### src/rtl/core/julian_day_to_day_of_year_assert.svh
// Assertion macros for the Julian date decoder.
// Each check takes a label, the clock, the reset, a condition and a consequence.
`ifndef JULIAN_DAY_TO_DAY_OF_YEAR_ASSERT_SVH
`define JULIAN_DAY_TO_DAY_OF_YEAR_ASSERT_SVH
`ifndef SYNTH
`define JDOY_ASSERT_SAME(label, clk, rst, ante, cons) \
   label: assert property (@(posedge clk) disable iff (rst) (ante) |-> (cons)) \
      else $error("%m: same-cycle check failed");
`define JDOY_ASSERT_NEXT(label, clk, rst, ante, cons) \
   label: assert property (@(posedge clk) disable iff (rst) (ante) |=> (cons)) \
      else $error("%m: next-cycle check failed");
`else
`define JDOY_ASSERT_SAME(label, clk, rst, ante, cons)
`define JDOY_ASSERT_NEXT(label, clk, rst, ante, cons)
`endif
`endif

### src/rtl/core/jdoy_pkg.sv
package jdoy_pkg;

   // Field widths.
   localparam int FRAC_BITS = 16;
   localparam int JD_W      = 39;
   localparam int CUT_W     = 23;
   localparam int DOY_W     = 9;
   localparam int MON_W     = 4;
   localparam int DOM_W     = 5;
   localparam int HOUR_W    = 5;
   localparam int MIN_W     = 6;

   localparam logic [CUT_W-1:0] CUTOVER_RESET = CUT_W'(2361221);

   // Pipeline depth.
   localparam int STAGES = 8;

   // Day number after adding half a day; one bit wider than the integer part.
   localparam int DAY_W = JD_W - FRAC_BITS + 1;
   localparam int X0_W  = DAY_W + 1;
   localparam longint unsigned DAY_BIAS = 68569;
   localparam longint unsigned JUL_BIAS = 38;

   // Four-century cycle split, floor(4 * x0 / cycle) by reciprocal multiply.
   localparam longint unsigned CYCLE_GREG = 146097;
   localparam longint unsigned CYCLE_JUL  = 146100;
   localparam int CYC_W   = 18;
   localparam int Z_SHIFT = X0_W + CYC_W;
   localparam longint unsigned Z_MUL_GREG =
      ((64'd4 << Z_SHIFT) + CYCLE_GREG - 1) / CYCLE_GREG;
   localparam longint unsigned Z_MUL_JUL =
      ((64'd4 << Z_SHIFT) + CYCLE_JUL - 1) / CYCLE_JUL;
   localparam int ZM_W = $clog2(Z_MUL_GREG + 1);
   localparam int ZP_W = X0_W + ZM_W;
   localparam int Z_W  = ZP_W - Z_SHIFT;
   localparam int R_W  = X0_W + 2;
   localparam int X1_W = CYC_W - 2;

   // Year within the cycle, floor(4000 * (x1 + 1) / 1461001).
   localparam int N1_W = X1_W + 1;
   localparam longint unsigned YEAR_NUM = 4000;
   localparam longint unsigned YEAR_DEN = 1461001;
   localparam int YDEN_W  = 21;
   localparam int Y_SHIFT = N1_W + YDEN_W;
   localparam longint unsigned Y_MUL =
      ((YEAR_NUM << Y_SHIFT) + YEAR_DEN - 1) / YEAR_DEN;
   localparam int YM_W = $clog2(Y_MUL + 1);
   localparam int YP_W = N1_W + YM_W;
   localparam int Y_W  = YP_W - Y_SHIFT;
   localparam int YEAR_DAYS4 = 1461;
   localparam int DAY_OFFSET = 31;
   localparam int XC_W = 11 + Y_W + 1;
   localparam int X2_W = X1_W + 1;

   // Month index, floor(80 * x2 / 2447).
   localparam longint unsigned MONTH_NUM = 80;
   localparam longint unsigned MONTH_DEN = 2447;
   localparam int MDEN_W  = 12;
   localparam int M_SHIFT = X2_W + MDEN_W;
   localparam longint unsigned M_MUL =
      ((MONTH_NUM << M_SHIFT) + MONTH_DEN - 1) / MONTH_DEN;
   localparam int MM_W = $clog2(M_MUL + 1);
   localparam int MP_W = X2_W + MM_W;
   localparam int MR_W = 4;

   typedef struct packed {
      logic [STAGES-1:0] load;
   } pipe_ctrl_type;

   typedef struct packed {
      logic [X0_W-1:0]      x0;
      logic                 julian;
      logic                 leap;
      logic [FRAC_BITS-1:0] frac;
   } split_type;

   typedef struct packed {
      logic [X1_W-1:0]      x1;
      logic                 leap;
      logic [FRAC_BITS-1:0] frac;
   } cycle_type;

   typedef struct packed {
      logic [X2_W-1:0]      x2;
      logic                 leap;
      logic [FRAC_BITS-1:0] frac;
   } year_type;

endpackage

### src/rtl/core/jdoy_if.sv
interface jdoy_req_if;
   import jdoy_pkg::*;

   logic            valid;
   logic            ready;
   logic [JD_W-1:0] julian_date;
   logic            leap_year;

   modport source (output valid, output julian_date, output leap_year, input ready);
   modport sink   (input valid, input julian_date, input leap_year, output ready);
endinterface

interface jdoy_rsp_if;
   import jdoy_pkg::*;

   logic              valid;
   logic              ready;
   logic [DOY_W-1:0]  year_day;
   logic [MON_W-1:0]  month;
   logic [DOM_W-1:0]  day_of_month;
   logic [HOUR_W-1:0] hour;
   logic [MIN_W-1:0]  minute;

   modport source (output valid, output year_day, output month, output day_of_month,
                   output hour, output minute, input ready);
   modport sink   (input valid, input year_day, input month, input day_of_month,
                   input hour, input minute, output ready);
endinterface

### src/rtl/core/jdoy_day_split.sv
module jdoy_day_split (
   input  logic                        clock,
   input  jdoy_pkg::pipe_ctrl_type     ctrl,
   input  logic [jdoy_pkg::JD_W-1:0]   julian_date,
   input  logic                        leap_year,
   input  logic [jdoy_pkg::CUT_W-1:0]  cutover,
   output jdoy_pkg::split_type         split
);
   import jdoy_pkg::*;

   localparam logic [JD_W:0] HALF_DAY = (JD_W+1)'(64'd1 << (FRAC_BITS - 1));

   logic [JD_W:0]          shifted;
   logic [DAY_W-1:0]       day_in, day_ff;
   logic [FRAC_BITS-1:0]   frac_in, frac_ff;
   logic                   leap_ff;
   logic                   julian;
   split_type              split_in, split_ff;

   // Stage 0: add half a day and split into day number and fraction.
   always_comb begin
      shifted = {1'b0, julian_date} + HALF_DAY;
      day_in  = shifted[JD_W:FRAC_BITS];
      frac_in = shifted[FRAC_BITS-1:0];
   end

   // Stage 1: calendar choice and biased day number.
   always_comb begin
      julian          = day_ff <= DAY_W'(cutover);
      split_in.julian = julian;
      split_in.x0     = X0_W'(day_ff) + X0_W'(DAY_BIAS) +
                        (julian ? X0_W'(JUL_BIAS) : X0_W'(0));
      split_in.leap   = leap_ff;
      split_in.frac   = frac_ff;
   end

   always_ff @(posedge clock) begin
      if (ctrl.load[0]) begin
         day_ff  <= day_in;
         frac_ff <= frac_in;
         leap_ff <= leap_year;
      end
      if (ctrl.load[1]) begin
         split_ff <= split_in;
      end
   end

   assign split = split_ff;
endmodule

### src/rtl/core/jdoy_cycle_div.sv
module jdoy_cycle_div (
   input  logic                    clock,
   input  jdoy_pkg::pipe_ctrl_type ctrl,
   input  jdoy_pkg::split_type     split,
   output jdoy_pkg::cycle_type     cycle
);
   import jdoy_pkg::*;

   logic [ZP_W-1:0]  z_prod;
   logic [Z_W-1:0]   z_in, z_ff;
   split_type        split_ff;
   logic [R_W-1:0]   four_x;
   logic [R_W-1:0]   whole;
   logic [R_W-1:0]   rem;
   cycle_type        cycle_in, cycle_ff;

   // Stage 2: cycle count as a multiply by the rounded-up reciprocal.
   always_comb begin
      z_prod = ZP_W'(split.x0) *
               (split.julian ? ZP_W'(Z_MUL_JUL) : ZP_W'(Z_MUL_GREG));
      z_in   = z_prod[ZP_W-1:Z_SHIFT];
   end

   // Stage 3: the day within the cycle is the remainder divided by four.
   always_comb begin
      four_x         = {split_ff.x0, 2'b00};
      whole          = R_W'(z_ff) *
                       (split_ff.julian ? R_W'(CYCLE_JUL) : R_W'(CYCLE_GREG));
      rem            = four_x - whole;
      cycle_in.x1    = rem[X1_W+1:2];
      cycle_in.leap  = split_ff.leap;
      cycle_in.frac  = split_ff.frac;
   end

   always_ff @(posedge clock) begin
      if (ctrl.load[2]) begin
         z_ff     <= z_in;
         split_ff <= split;
      end
      if (ctrl.load[3]) begin
         cycle_ff <= cycle_in;
      end
   end

   assign cycle = cycle_ff;
endmodule

### src/rtl/core/jdoy_year_div.sv
module jdoy_year_div (
   input  logic                    clock,
   input  jdoy_pkg::pipe_ctrl_type ctrl,
   input  jdoy_pkg::cycle_type     cycle,
   output jdoy_pkg::year_type      year
);
   import jdoy_pkg::*;

   logic [N1_W-1:0] n1;
   logic [YP_W-1:0] y_prod;
   logic [Y_W-1:0]  y_in, y_ff;
   cycle_type       cycle_ff;
   logic [XC_W-1:0] year_start;
   logic [XC_W-1:0] x2_wide;
   year_type        year_in, year_ff;

   // Stage 4: year within the cycle.
   always_comb begin
      n1     = N1_W'(cycle.x1) + N1_W'(1);
      y_prod = YP_W'(n1) * YP_W'(Y_MUL);
      y_in   = y_prod[YP_W-1:Y_SHIFT];
   end

   // Stage 5: day index within the year, offset so that 31 falls on the first of March.
   always_comb begin
      year_start   = (XC_W'(y_ff) * XC_W'(YEAR_DAYS4)) >> 2;
      x2_wide      = XC_W'(cycle_ff.x1) + XC_W'(DAY_OFFSET) - year_start;
      year_in.x2   = x2_wide[X2_W-1:0];
      year_in.leap = cycle_ff.leap;
      year_in.frac = cycle_ff.frac;
   end

   always_ff @(posedge clock) begin
      if (ctrl.load[4]) begin
         y_ff     <= y_in;
         cycle_ff <= cycle;
      end
      if (ctrl.load[5]) begin
         year_ff <= year_in;
      end
   end

   assign year = year_ff;
endmodule

### src/rtl/core/jdoy_month_dec.sv
module jdoy_month_dec (
   input  logic                        clock,
   input  jdoy_pkg::pipe_ctrl_type     ctrl,
   input  jdoy_pkg::year_type          year,
   output logic [jdoy_pkg::DOY_W-1:0]  year_day,
   output logic [jdoy_pkg::MON_W-1:0]  month,
   output logic [jdoy_pkg::DOM_W-1:0]  day_of_month
);
   import jdoy_pkg::*;

   localparam int SUB_W = 9;
   localparam logic [MON_W-1:0] MON_FEB = MON_W'(2);
   localparam logic [MON_W-1:0] MON_DEC = MON_W'(12);

   // Calendar month for each raw month index (index one is March).
   localparam logic [MON_W-1:0] MONTH_OF_IDX [16] = '{
      4'd2, 4'd3, 4'd4, 4'd5, 4'd6, 4'd7, 4'd8, 4'd9,
      4'd10, 4'd11, 4'd12, 4'd1, 4'd2, 4'd3, 4'd4, 4'd5
   };
   // floor(2447 * index / 80): the day index just before the month's first day.
   localparam logic [SUB_W-1:0] DAYS_BEFORE_IDX [16] = '{
      9'd0, 9'd30, 9'd61, 9'd91, 9'd122, 9'd152, 9'd183, 9'd214,
      9'd244, 9'd275, 9'd305, 9'd336, 9'd367, 9'd397, 9'd428, 9'd458
   };
   // Days before each calendar month in a common year; zero outside one to twelve.
   localparam logic [DOY_W-1:0] CUM_DAYS [16] = '{
      9'd0, 9'd0, 9'd31, 9'd59, 9'd90, 9'd120, 9'd151, 9'd181,
      9'd212, 9'd243, 9'd273, 9'd304, 9'd334, 9'd0, 9'd0, 9'd0
   };

   logic [MP_W-1:0]   m_prod;
   logic [MR_W-1:0]   idx_in, idx_ff;
   year_type          year_ff;
   logic [MON_W-1:0]  month_in, month_ff;
   logic [X2_W-1:0]   dom_wide;
   logic [DOM_W-1:0]  dom_in, dom_ff;
   logic [DOY_W-1:0]  doy_in, doy_ff;
   logic              leap_day;

   // Stage 6: raw month index.
   always_comb begin
      m_prod = MP_W'(year.x2) * MP_W'(M_MUL);
      idx_in = m_prod[M_SHIFT +: MR_W];
   end

   // Stage 7: month, day of month and day of year.
   always_comb begin
      month_in = MONTH_OF_IDX[idx_ff];
      dom_wide = year_ff.x2 - X2_W'(DAYS_BEFORE_IDX[idx_ff]);
      dom_in   = dom_wide[DOM_W-1:0];
      leap_day = year_ff.leap && (month_in > MON_FEB) && (month_in <= MON_DEC);
      doy_in   = dom_wide[DOY_W-1:0] + CUM_DAYS[month_in] + DOY_W'(leap_day);
   end

   always_ff @(posedge clock) begin
      if (ctrl.load[6]) begin
         idx_ff  <= idx_in;
         year_ff <= year;
      end
      if (ctrl.load[7]) begin
         month_ff <= month_in;
         dom_ff   <= dom_in;
         doy_ff   <= doy_in;
      end
   end

   assign year_day     = doy_ff;
   assign month        = month_ff;
   assign day_of_month = dom_ff;
endmodule

### src/rtl/core/jdoy_clock_dec.sv
module jdoy_clock_dec (
   input  logic                         clock,
   input  jdoy_pkg::pipe_ctrl_type      ctrl,
   input  logic [jdoy_pkg::FRAC_BITS-1:0] frac,
   output logic [jdoy_pkg::HOUR_W-1:0]  hour,
   output logic [jdoy_pkg::MIN_W-1:0]   minute
);
   import jdoy_pkg::*;

   localparam int H_W = FRAC_BITS + HOUR_W;
   localparam int M_W = FRAC_BITS + MIN_W;
   localparam logic [H_W-1:0] HOURS_PER_DAY    = H_W'(24);
   localparam logic [M_W-1:0] MINUTES_PER_HOUR = M_W'(60);

   logic [H_W-1:0]       h_prod;
   logic [HOUR_W-1:0]    hour_in, hour_ff, hour_out_ff;
   logic [FRAC_BITS-1:0] rest_in, rest_ff;
   logic [M_W-1:0]       m_prod;
   logic [MIN_W-1:0]     minute_in, minute_ff;

   // Stage 6: whole hours and the remaining fraction of an hour.
   always_comb begin
      h_prod  = H_W'(frac) * HOURS_PER_DAY;
      hour_in = h_prod[FRAC_BITS +: HOUR_W];
      rest_in = h_prod[FRAC_BITS-1:0];
   end

   // Stage 7: whole minutes.
   always_comb begin
      m_prod    = M_W'(rest_ff) * MINUTES_PER_HOUR;
      minute_in = m_prod[FRAC_BITS +: MIN_W];
   end

   always_ff @(posedge clock) begin
      if (ctrl.load[6]) begin
         hour_ff <= hour_in;
         rest_ff <= rest_in;
      end
      if (ctrl.load[7]) begin
         hour_out_ff <= hour_ff;
         minute_ff   <= minute_in;
      end
   end

   assign hour   = hour_out_ff;
   assign minute = minute_ff;
endmodule

### src/rtl/core/julian_day_to_day_of_year.sv
// Channel  Direction  Transfer contents
// req_ch   in         julian_date (39 bits, 16 fraction bits), leap_year
// rsp_ch   out        year_day, month, day_of_month, hour, minute
// csr_*    in         julian_cutover, written whenever csr_we is high
//
// One date is taken every cycle unless a stall on rsp_ch holds req_ch; each
// result passes through eight register stages, each holding at most one
// constant multiply with the adds and lookups around it.
// Reset clears every stage valid bit and loads the cutover with 2361221.
// A stage holds while the one after it is full and held, so a stall on rsp_ch
// reaches req_ch only once every stage is full; bubbles close up meanwhile.
`include "julian_day_to_day_of_year_assert.svh"

module julian_day_to_day_of_year (
   input  logic                       clock,
   input  logic                       reset,
   jdoy_req_if.sink                   req_ch,
   jdoy_rsp_if.source                 rsp_ch,
   input  logic                       csr_we,
   input  logic [jdoy_pkg::CUT_W-1:0] csr_wdata
);
   import jdoy_pkg::*;

   // The cutover is the last day number decoded with Julian calendar rules.
   logic [CUT_W-1:0]  cutover_ff, cutover_in;

   // One valid bit per stage travels alongside the data in the submodules.
   logic [STAGES-1:0] valid_ff, valid_in;
   logic [STAGES-1:0] up_valid;
   logic [STAGES:0]   stage_ready;
   pipe_ctrl_type     ctrl;

   split_type         split;
   cycle_type         cycle;
   year_type          year;

   // Conditions watched by the checks at the end of the module.
   logic              full_and_held;
   logic              last_leaves_alone;
   logic              result_in_range;

   assign cutover_in = csr_we ? csr_wdata : cutover_ff;

   // A stage can take a new item when it is empty or when its current item
   // moves on in the same cycle. The chain runs from the output back to the
   // input, so the handshake stays correct under any stall pattern.
   always_comb begin
      up_valid              = {valid_ff[STAGES-2:0], req_ch.valid};
      stage_ready[STAGES]   = rsp_ch.ready;
      for (int i = STAGES - 1; i >= 0; i--) begin
         stage_ready[i] = !valid_ff[i] || stage_ready[i+1];
      end
      ctrl.load = up_valid & stage_ready[STAGES-1:0];
      for (int i = 0; i < STAGES; i++) begin
         valid_in[i] = stage_ready[i] ? up_valid[i] : valid_ff[i];
      end
   end

   always_ff @(posedge clock) begin
      if (reset) begin
         valid_ff   <= '0;
         cutover_ff <= CUTOVER_RESET;
      end else begin
         valid_ff   <= valid_in;
         cutover_ff <= cutover_in;
      end
   end

   assign req_ch.ready = stage_ready[0];
   assign rsp_ch.valid = valid_ff[STAGES-1];

   // Stages 0 and 1: half-day rounding, day split and calendar choice.
   jdoy_day_split u_split (
      .clock       (clock),
      .ctrl        (ctrl),
      .julian_date (req_ch.julian_date),
      .leap_year   (req_ch.leap_year),
      .cutover     (cutover_ff),
      .split       (split)
   );

   // Stages 2 and 3: removal of whole four-century cycles.
   jdoy_cycle_div u_cycle (
      .clock (clock),
      .ctrl  (ctrl),
      .split (split),
      .cycle (cycle)
   );

   // Stages 4 and 5: removal of whole years within the cycle.
   jdoy_year_div u_year (
      .clock (clock),
      .ctrl  (ctrl),
      .cycle (cycle),
      .year  (year)
   );

   // Stages 6 and 7: month, day and day of year from the March-based index.
   jdoy_month_dec u_month (
      .clock        (clock),
      .ctrl         (ctrl),
      .year         (year),
      .year_day     (rsp_ch.year_day),
      .month        (rsp_ch.month),
      .day_of_month (rsp_ch.day_of_month)
   );

   // Stages 6 and 7 in parallel: hour and minute from the day fraction, which
   // rides along with the date so that both halves leave together.
   jdoy_clock_dec u_clock (
      .clock  (clock),
      .ctrl   (ctrl),
      .frac   (year.frac),
      .hour   (rsp_ch.hour),
      .minute (rsp_ch.minute)
   );

   assign full_and_held     = (&valid_ff) && !rsp_ch.ready;
   assign last_leaves_alone = valid_ff[STAGES-1] && rsp_ch.ready && !valid_ff[STAGES-2];
   assign result_in_range   = (rsp_ch.month >= 4'd1) && (rsp_ch.month <= 4'd12) &&
                              (rsp_ch.hour <= 5'd23) && (rsp_ch.minute <= 6'd59);

   // With every stage full and the output held, no new transfer may come in.
   `JDOY_ASSERT_SAME(a_full_holds_input, clock, reset, full_and_held, !req_ch.ready)
   // An accepted date always lands in the first stage.
   `JDOY_ASSERT_NEXT(a_accept_lands, clock, reset, req_ch.valid && req_ch.ready, valid_ff[0])
   // The last stage empties when its result leaves and nothing follows it.
   `JDOY_ASSERT_NEXT(a_last_drains, clock, reset, last_leaves_alone, !valid_ff[STAGES-1])
   // Decoded results always lie in calendar and clock range.
   `JDOY_ASSERT_SAME(a_result_range, clock, reset, rsp_ch.valid, result_in_range)

endmodule
### src/flat_wrapper.sv
// flat-port wrapper written by rule: the top's interface ports become plain ports
module julian_day_to_day_of_year_flat import jdoy_pkg::*;
  (clock, reset, csr_we, csr_wdata, req_ch_valid, req_ch_julian_date, req_ch_leap_year, req_ch_ready, rsp_ch_valid, rsp_ch_year_day, rsp_ch_month, rsp_ch_day_of_month, rsp_ch_hour, rsp_ch_minute, rsp_ch_ready);
  jdoy_req_if req_ch_i ();
  jdoy_rsp_if rsp_ch_i ();
  input  logic clock;
  input  logic reset;
  input  logic csr_we;
  input  logic [jdoy_pkg::CUT_W-1:0] csr_wdata;
  input wire logic [$bits(req_ch_i.valid)-1:0] req_ch_valid;
  input wire logic [$bits(req_ch_i.julian_date)-1:0] req_ch_julian_date;
  input wire logic [$bits(req_ch_i.leap_year)-1:0] req_ch_leap_year;
  output wire logic [$bits(req_ch_i.ready)-1:0] req_ch_ready;
  output wire logic [$bits(rsp_ch_i.valid)-1:0] rsp_ch_valid;
  output wire logic [$bits(rsp_ch_i.year_day)-1:0] rsp_ch_year_day;
  output wire logic [$bits(rsp_ch_i.month)-1:0] rsp_ch_month;
  output wire logic [$bits(rsp_ch_i.day_of_month)-1:0] rsp_ch_day_of_month;
  output wire logic [$bits(rsp_ch_i.hour)-1:0] rsp_ch_hour;
  output wire logic [$bits(rsp_ch_i.minute)-1:0] rsp_ch_minute;
  input wire logic [$bits(rsp_ch_i.ready)-1:0] rsp_ch_ready;
  assign req_ch_i.valid = req_ch_valid;
  assign req_ch_i.julian_date = req_ch_julian_date;
  assign req_ch_i.leap_year = req_ch_leap_year;
  assign req_ch_ready = req_ch_i.ready;
  assign rsp_ch_valid = rsp_ch_i.valid;
  assign rsp_ch_year_day = rsp_ch_i.year_day;
  assign rsp_ch_month = rsp_ch_i.month;
  assign rsp_ch_day_of_month = rsp_ch_i.day_of_month;
  assign rsp_ch_hour = rsp_ch_i.hour;
  assign rsp_ch_minute = rsp_ch_i.minute;
  assign rsp_ch_i.ready = rsp_ch_ready;
  julian_day_to_day_of_year u_core (.clock(clock), .reset(reset), .req_ch(req_ch_i), .rsp_ch(rsp_ch_i), .csr_we(csr_we), .csr_wdata(csr_wdata));
endmodule
### config.mk
export PLATFORM = sky130hd
export DESIGN_NAME = julian_day_to_day_of_year_flat
export DESIGN_NICKNAME = d
export VERILOG_FILES = /design/src/rtl/core/jdoy_pkg.sv /design/src/rtl/core/jdoy_if.sv /design/src/rtl/core/jdoy_day_split.sv /design/src/rtl/core/jdoy_cycle_div.sv /design/src/rtl/core/jdoy_year_div.sv /design/src/rtl/core/jdoy_month_dec.sv /design/src/rtl/core/jdoy_clock_dec.sv /design/src/rtl/core/julian_day_to_day_of_year.sv /design/src/flat_wrapper.sv
export VERILOG_INCLUDE_DIRS = /design/src /design/src/rtl/core
export SDC_FILE = /design/constraint.sdc
export NUM_CORES = 2
export LEC_CHECK = 0
export BUFFER_PORTS_ARGS = -buffer_cell sky130_fd_sc_hd__buf_2
export CAP_MARGIN = 30
export CORE_MARGIN = 1
export CORE_UTILIZATION = 42
export DETAILED_ROUTE_END_ITERATION = 10
export RECOVER_POWER = 100
export SETUP_SLACK_MARGIN = 0.4
export SLEW_MARGIN = 5
export SYNTH_ARGS = -nofsm -noshare
export SYNTH_HDL_FRONTEND = slang
export SYNTH_HIERARCHICAL = 1
export SYNTH_SLANG_ARGS = --single-unit
### constraint.sdc
create_clock -name clock -period 8.9 [get_ports clock]
set_clock_uncertainty 0.05 [all_clocks]
set_input_delay 0.445 -clock clock [delete_from_list [all_inputs] [get_ports clock]]
set_output_delay 0.445 -clock clock [all_outputs]
set_load 0.01 [all_outputs]
==> flow_results.xml <==
<?xml version="1.0" encoding="UTF-8"?>
<metrics>
  <group name="status">
    <metric name="outcome" unit="">finished with violations</metric>
    <metric name="failed_checks" unit="">max-capacitance violations, max-slew violations</metric>
  </group>
  <group name="placement">
    <metric name="gp_routability_congestion" unit="">0.901</metric>
    <metric name="port_buffers" unit="">98</metric>
    <metric name="detailed_place_hpwl" unit="um">97100</metric>
    <metric name="dpl.cell_count" unit="">6187</metric>
  </group>
  <group name="routing">
    <metric name="wl" unit="um">111000</metric>
    <metric name="vias_after_detailed_routing" unit="">30469</metric>
    <metric name="drt-vias-per-instance" unit="">4.85</metric>
    <metric name="wl_per_cell" unit="um">17.6</metric>
    <metric name="initialDrtViolationCount" unit="">1578</metric>
    <metric name="post-route-drc-count" unit="">0</metric>
    <metric name="drt.antenna.violating_nets" unit="">0</metric>
    <metric name="dr.pass1.iters" unit="">5</metric>
  </group>
  <group name="critical_path">
    <metric name="cp_data_arrival_time" unit="ps">8450</metric>
    <metric name="path_buf_inv" unit="">4</metric>
    <metric name="timing.rr.start" unit="">u_core/u_cycle/cycle[17]</metric>
    <metric name="cpMaxStageDelayCell" unit="">sky130_fd_sc_hd__xor2_1</metric>
    <metric name="worst_ep_required_time" unit="ps">9180</metric>
    <metric name="path_common_cell" unit="">sky130_fd_sc_hd__fa_1</metric>
    <metric name="timing.reg2reg.setup_slack" unit="ps">730</metric>
    <metric name="crit_type" unit="">reg2reg</metric>
    <metric name="worst_setup_path_end_kind" unit="">register</metric>
    <metric name="cp.depth" unit="">23</metric>
    <metric name="cell_by_cell_trace_of_the_critical_path" unit="">nand3_1 &gt; nor2_1 &gt; nand2_1 &gt; nor2_1 &gt; xor2_1 &gt; inv_1 &gt; fa_1 &gt; fa_1 &gt; inv_1 &gt; fa_1 &gt; fa_1 &gt; fa_1 &gt; inv_1 &gt; fa_1 &gt; inv_1 &gt; ha_1 &gt; and3_1 &gt; a31oi_1 &gt; o21ai_0 &gt; a221oi_1 &gt; o21ai_2 &gt; or4_1 &gt; and3_1</metric>
    <metric name="crit-reg2reg-capture" unit="">u_core/u_year/y_ff[7]</metric>
    <metric name="cp_max_fo" unit="">11</metric>
    <metric name="startpoint" unit="">u_core/u_cycle/cycle[17]</metric>
    <metric name="critical-path-top-delay-family" unit="">adder cells</metric>
    <metric name="cp_endpoint" unit="">u_core/u_year/y_ff[7]</metric>
    <metric name="timing.reg2reg.worst_path_depth" unit="">23</metric>
    <metric name="timing.critical_path.from_type" unit="">register</metric>
    <metric name="critical_path.max_stage_delay" unit="ps">710</metric>
  </group>
  <group name="global_route">
    <metric name="grt_pass1_vias" unit="">33035</metric>
    <metric name="globalRoute.totalOverflow" unit="">0</metric>
    <metric name="grt_usage" unit="%">19.6</metric>
    <metric name="wire_length_of_the_first_global_routing_pass" unit="um">180000</metric>
    <metric name="maximum_number_of_pins_on_one_net_before_global_route_repair" unit="">45</metric>
    <metric name="number_of_antenna_violations_at_the_first_check_in_global_routing" unit="">1</metric>
  </group>
  <group name="timing">
    <metric name="setup_failing_eps_final" unit="">0</metric>
    <metric name="final-hold-violation-count" unit="">0</metric>
    <metric name="worst_slew_margin_rel" unit="%">-87.7</metric>
    <metric name="worst_pin_slew" unit="ps">2810</metric>
    <metric name="grt_setup_unrepaired" unit="">false</metric>
    <metric name="finalMaxSlewViolations" unit="">325</metric>
    <metric name="period_needed" unit="ps">8170</metric>
    <metric name="maxClockFrequency" unit="MHz">122</metric>
    <metric name="post-route-period-util" unit="%">91.8</metric>
    <metric name="setup_total_negative_slack" unit="ps">0</metric>
  </group>
  <group name="clocking">
    <metric name="cts_num_sinks" unit="">329</metric>
    <metric name="clockRootBuffer" unit="">sky130_fd_sc_hd__clkbuf_16</metric>
    <metric name="postCtsSetupRepairBufs" unit="">0</metric>
    <metric name="cts_max_level" unit="">2</metric>
    <metric name="clock_path_buffers" unit="">3</metric>
    <metric name="cts_hold_buf" unit="">22</metric>
    <metric name="tritoncts.num_buffers" unit="">38</metric>
    <metric name="cts_tree" unit="">done</metric>
    <metric name="post_cts_resized" unit="">0</metric>
    <metric name="clkTransAtPathRegs" unit="ps">60</metric>
    <metric name="insertion_delay" unit="ps">580</metric>
  </group>
  <group name="logic_synthesis">
    <metric name="post-synth-top-area-cell" unit="">sky130_fd_sc_hd__fa_1</metric>
    <metric name="synth.area.top_cells" unit="">sky130_fd_sc_hd__fa_1, sky130_fd_sc_hd__ha_1, sky130_fd_sc_hd__edfxtp_1</metric>
    <metric name="mappedNetlistArea" unit="um^2">49100</metric>
    <metric name="yosysSeqAreaShare" unit="%">19.5</metric>
    <metric name="synthesis.area_per_instance" unit="um^2">10.7</metric>
    <metric name="synth.most_common_cell" unit="">sky130_fd_sc_hd__inv_1</metric>
    <metric name="synth_ff_type" unit="">sky130_fd_sc_hd__edfxtp_1</metric>
    <metric name="number_of_flops_mapped_to_enable_cells_by_yosys" unit="">298</metric>
    <metric name="synthesis.instances" unit="">4586</metric>
    <metric name="synth.yosys.warnings" unit="">6</metric>
    <metric name="proportion_of_synthesized_flip_flops_having_asynchronous_set_or_reset" unit="%">0</metric>
    <metric name="post_synth_most_frequent_cells" unit="">sky130_fd_sc_hd__inv_1, sky130_fd_sc_hd__fa_1, sky130_fd_sc_hd__ha_1</metric>
    <metric name="synth_top_cell_area_share" unit="%">33.4</metric>
    <metric name="netlist-cell-type-count" unit="">93</metric>
    <metric name="ys_seq_elements" unit="">329</metric>
  </group>
  <group name="final_layout">
    <metric name="drive_above_1_share" unit="%">3.64</metric>
    <metric name="nets_final" unit="">6428</metric>
    <metric name="instances_no_fill" unit="">6281</metric>
    <metric name="fillers" unit="">10979</metric>
    <metric name="syn_to_final_growth" unit="%">7.61</metric>
  </group>
  <group name="floorplanning">
    <metric name="chipWidth" unit="um">344</metric>
    <metric name="height_of_the_die" unit="um">344</metric>
    <metric name="area_of_the_placeable_core" unit="um^2">116000</metric>
    <metric name="rows" unit="">125</metric>
    <metric name="fp.dieArea" unit="um^2">118000</metric>
    <metric name="initial_utilization" unit="%">42.3</metric>
    <metric name="ios" unit="">99</metric>
  </group>
  <group name="worst_hold_path">
    <metric name="hp-class" unit="">in2reg</metric>
  </group>
  <group name="flow_run">
    <metric name="drv_cap" unit="">9</metric>
  </group>
</metrics>
-- worst min-delay path by stage --
stage	depth (start not counted)	to	start	slack, ps
2_1_floorplan	0	u_core/u_clock/hour[0]	u_core/u_clock/hour_ff[0]	350
3_3_place_gp	0	u_core/u_cycle/cycle[16]	u_core/u_cycle/cycle_in[16]	350
3_5_place_dp	0	u_core/u_cycle/cycle[4]	u_core/u_cycle/cycle_in[4]	350
4_1_cts	2	u_core/cutover_ff[0]	csr_wdata[0]	0.5
5_1_grt	2	u_core/cutover_ff[0]	csr_wdata[0]	20
6_report	2	u_core/cutover_ff[0]	csr_wdata[0]	40
-- sequential cells by signal, indices dropped and copies added (netlist names), 6 cells and up --
| register | count |
|---|---|
| u_core/u_split/split | 43 |
| u_core/u_year/year | 34 |
| u_core/u_cycle/cycle | 33 |
| u_core/u_year/cycle_ff | 33 |
| u_core/u_split/day_ff | 24 |
| u_core/cutover_ff | 23 |
| u_core/u_cycle/cycle_in | 17 |
| u_core/u_cycle/four_x | 16 |
| u_core/u_split/frac_ff | 16 |
| u_core/u_clock/rest_ff | 13 |
| u_core/u_cycle/z_ff | 10 |
| u_core/u_month/year_ff | 10 |
| u_core/u_month/year_day | 9 |
| u_core/u_year/y_ff | 9 |
| u_core/valid_ff | 8 |
| u_core/u_clock/minute | 6 |
-- kinds of logic (layout without fill, tap and decap cells) --
group,Yosys count,in the layout,synth area share (%)
flip-flops,329,329,19.5
XOR/XNOR,180,180,3.21
adder cells (fa/ha/maj),1633,1633,54.1
AND/OR/NAND/NOR,561,561,5.82
buffers and inverters,1389,1549,10.7
other,2,13,0.0153
AO/OA/AOI/OAI,468,468,6.13
multiplexers,24,24,0.542
-- metal layers --
| layer | share of wire (%) | GRT usage (%) | wire length, um |
|---|---|---|---|
| met1 | 45 | 26.4 | 50200 |
| met2 | 48 | 33.5 | 53500 |
| met3 | 3.6 | 2.49 | 4020 |
| met4 | 2.7 | 4.76 | 3000 |
| met5 | 0.012 | 0 | 13 |
-- cell usage in the layout (no fill, tap or decap), types with 22 or more instances in the layout --
master,n
sky130_fd_sc_hd__nor2b_1,36
sky130_fd_sc_hd__edfxtp_1,298
sky130_fd_sc_hd__xnor2_1,115
sky130_fd_sc_hd__fa_1,820
sky130_fd_sc_hd__a21oi_1,146
sky130_fd_sc_hd__o21ai_0,96
sky130_fd_sc_hd__ha_1,813
sky130_fd_sc_hd__nand2_1,142
sky130_fd_sc_hd__inv_1,1335
sky130_fd_sc_hd__nor3_1,30
sky130_fd_sc_hd__clkbuf_1,56
sky130_fd_sc_hd__and3_1,29
sky130_fd_sc_hd__a211oi_1,23
sky130_fd_sc_hd__clkbuf_16,38
sky130_fd_sc_hd__nand2b_1,29
sky130_fd_sc_hd__dfxtp_1,31
sky130_fd_sc_hd__a21o_1,56
sky130_fd_sc_hd__buf_2,62
sky130_fd_sc_hd__xor2_1,65
sky130_fd_sc_hd__nand3_1,48
sky130_fd_sc_hd__dlygate4sd3_1,22
sky130_fd_sc_hd__nor2_1,130
sky130_fd_sc_hd__nand4_1,34
-- through the flow --
| step | area, um^2 | hold slack, ps | util [%] | worst slack [ps] |
|---|---|---|---|---|
| 2_1_floorplan | 49200 | 350 | - | 1820 |
| 3_3_place_gp | 51600 | 352 | 44.4 | 894 |
| 3_5_place_dp | 51600 | 355 | 44.5 | 930 |
| 4_1_cts | 53100 | 0.522 | 45.7 | 910 |
| 5_1_grt | 52900 | 16.7 | 45.6 | 327 |
| 6_report | 52900 | 39.6 | 45.6 | 730 |
-- area by class of cell --
type	instances	area (um^2)	area share, %
timing repair buffer	145	805	1.52
clock inverter	23	295	0.558
clock buffer	46	991	1.87
tap	1524	1910	3.61
sequential	329	9570	18.1
multi-input combinational	2878	34300	64.9
antenna	1	2.50	0.00473
inverter	1335	5010	9.48
Power is left out: the tool's default activity adds up to more than one toggle a clock period on the data nets, which glitch-free logic cannot reach.
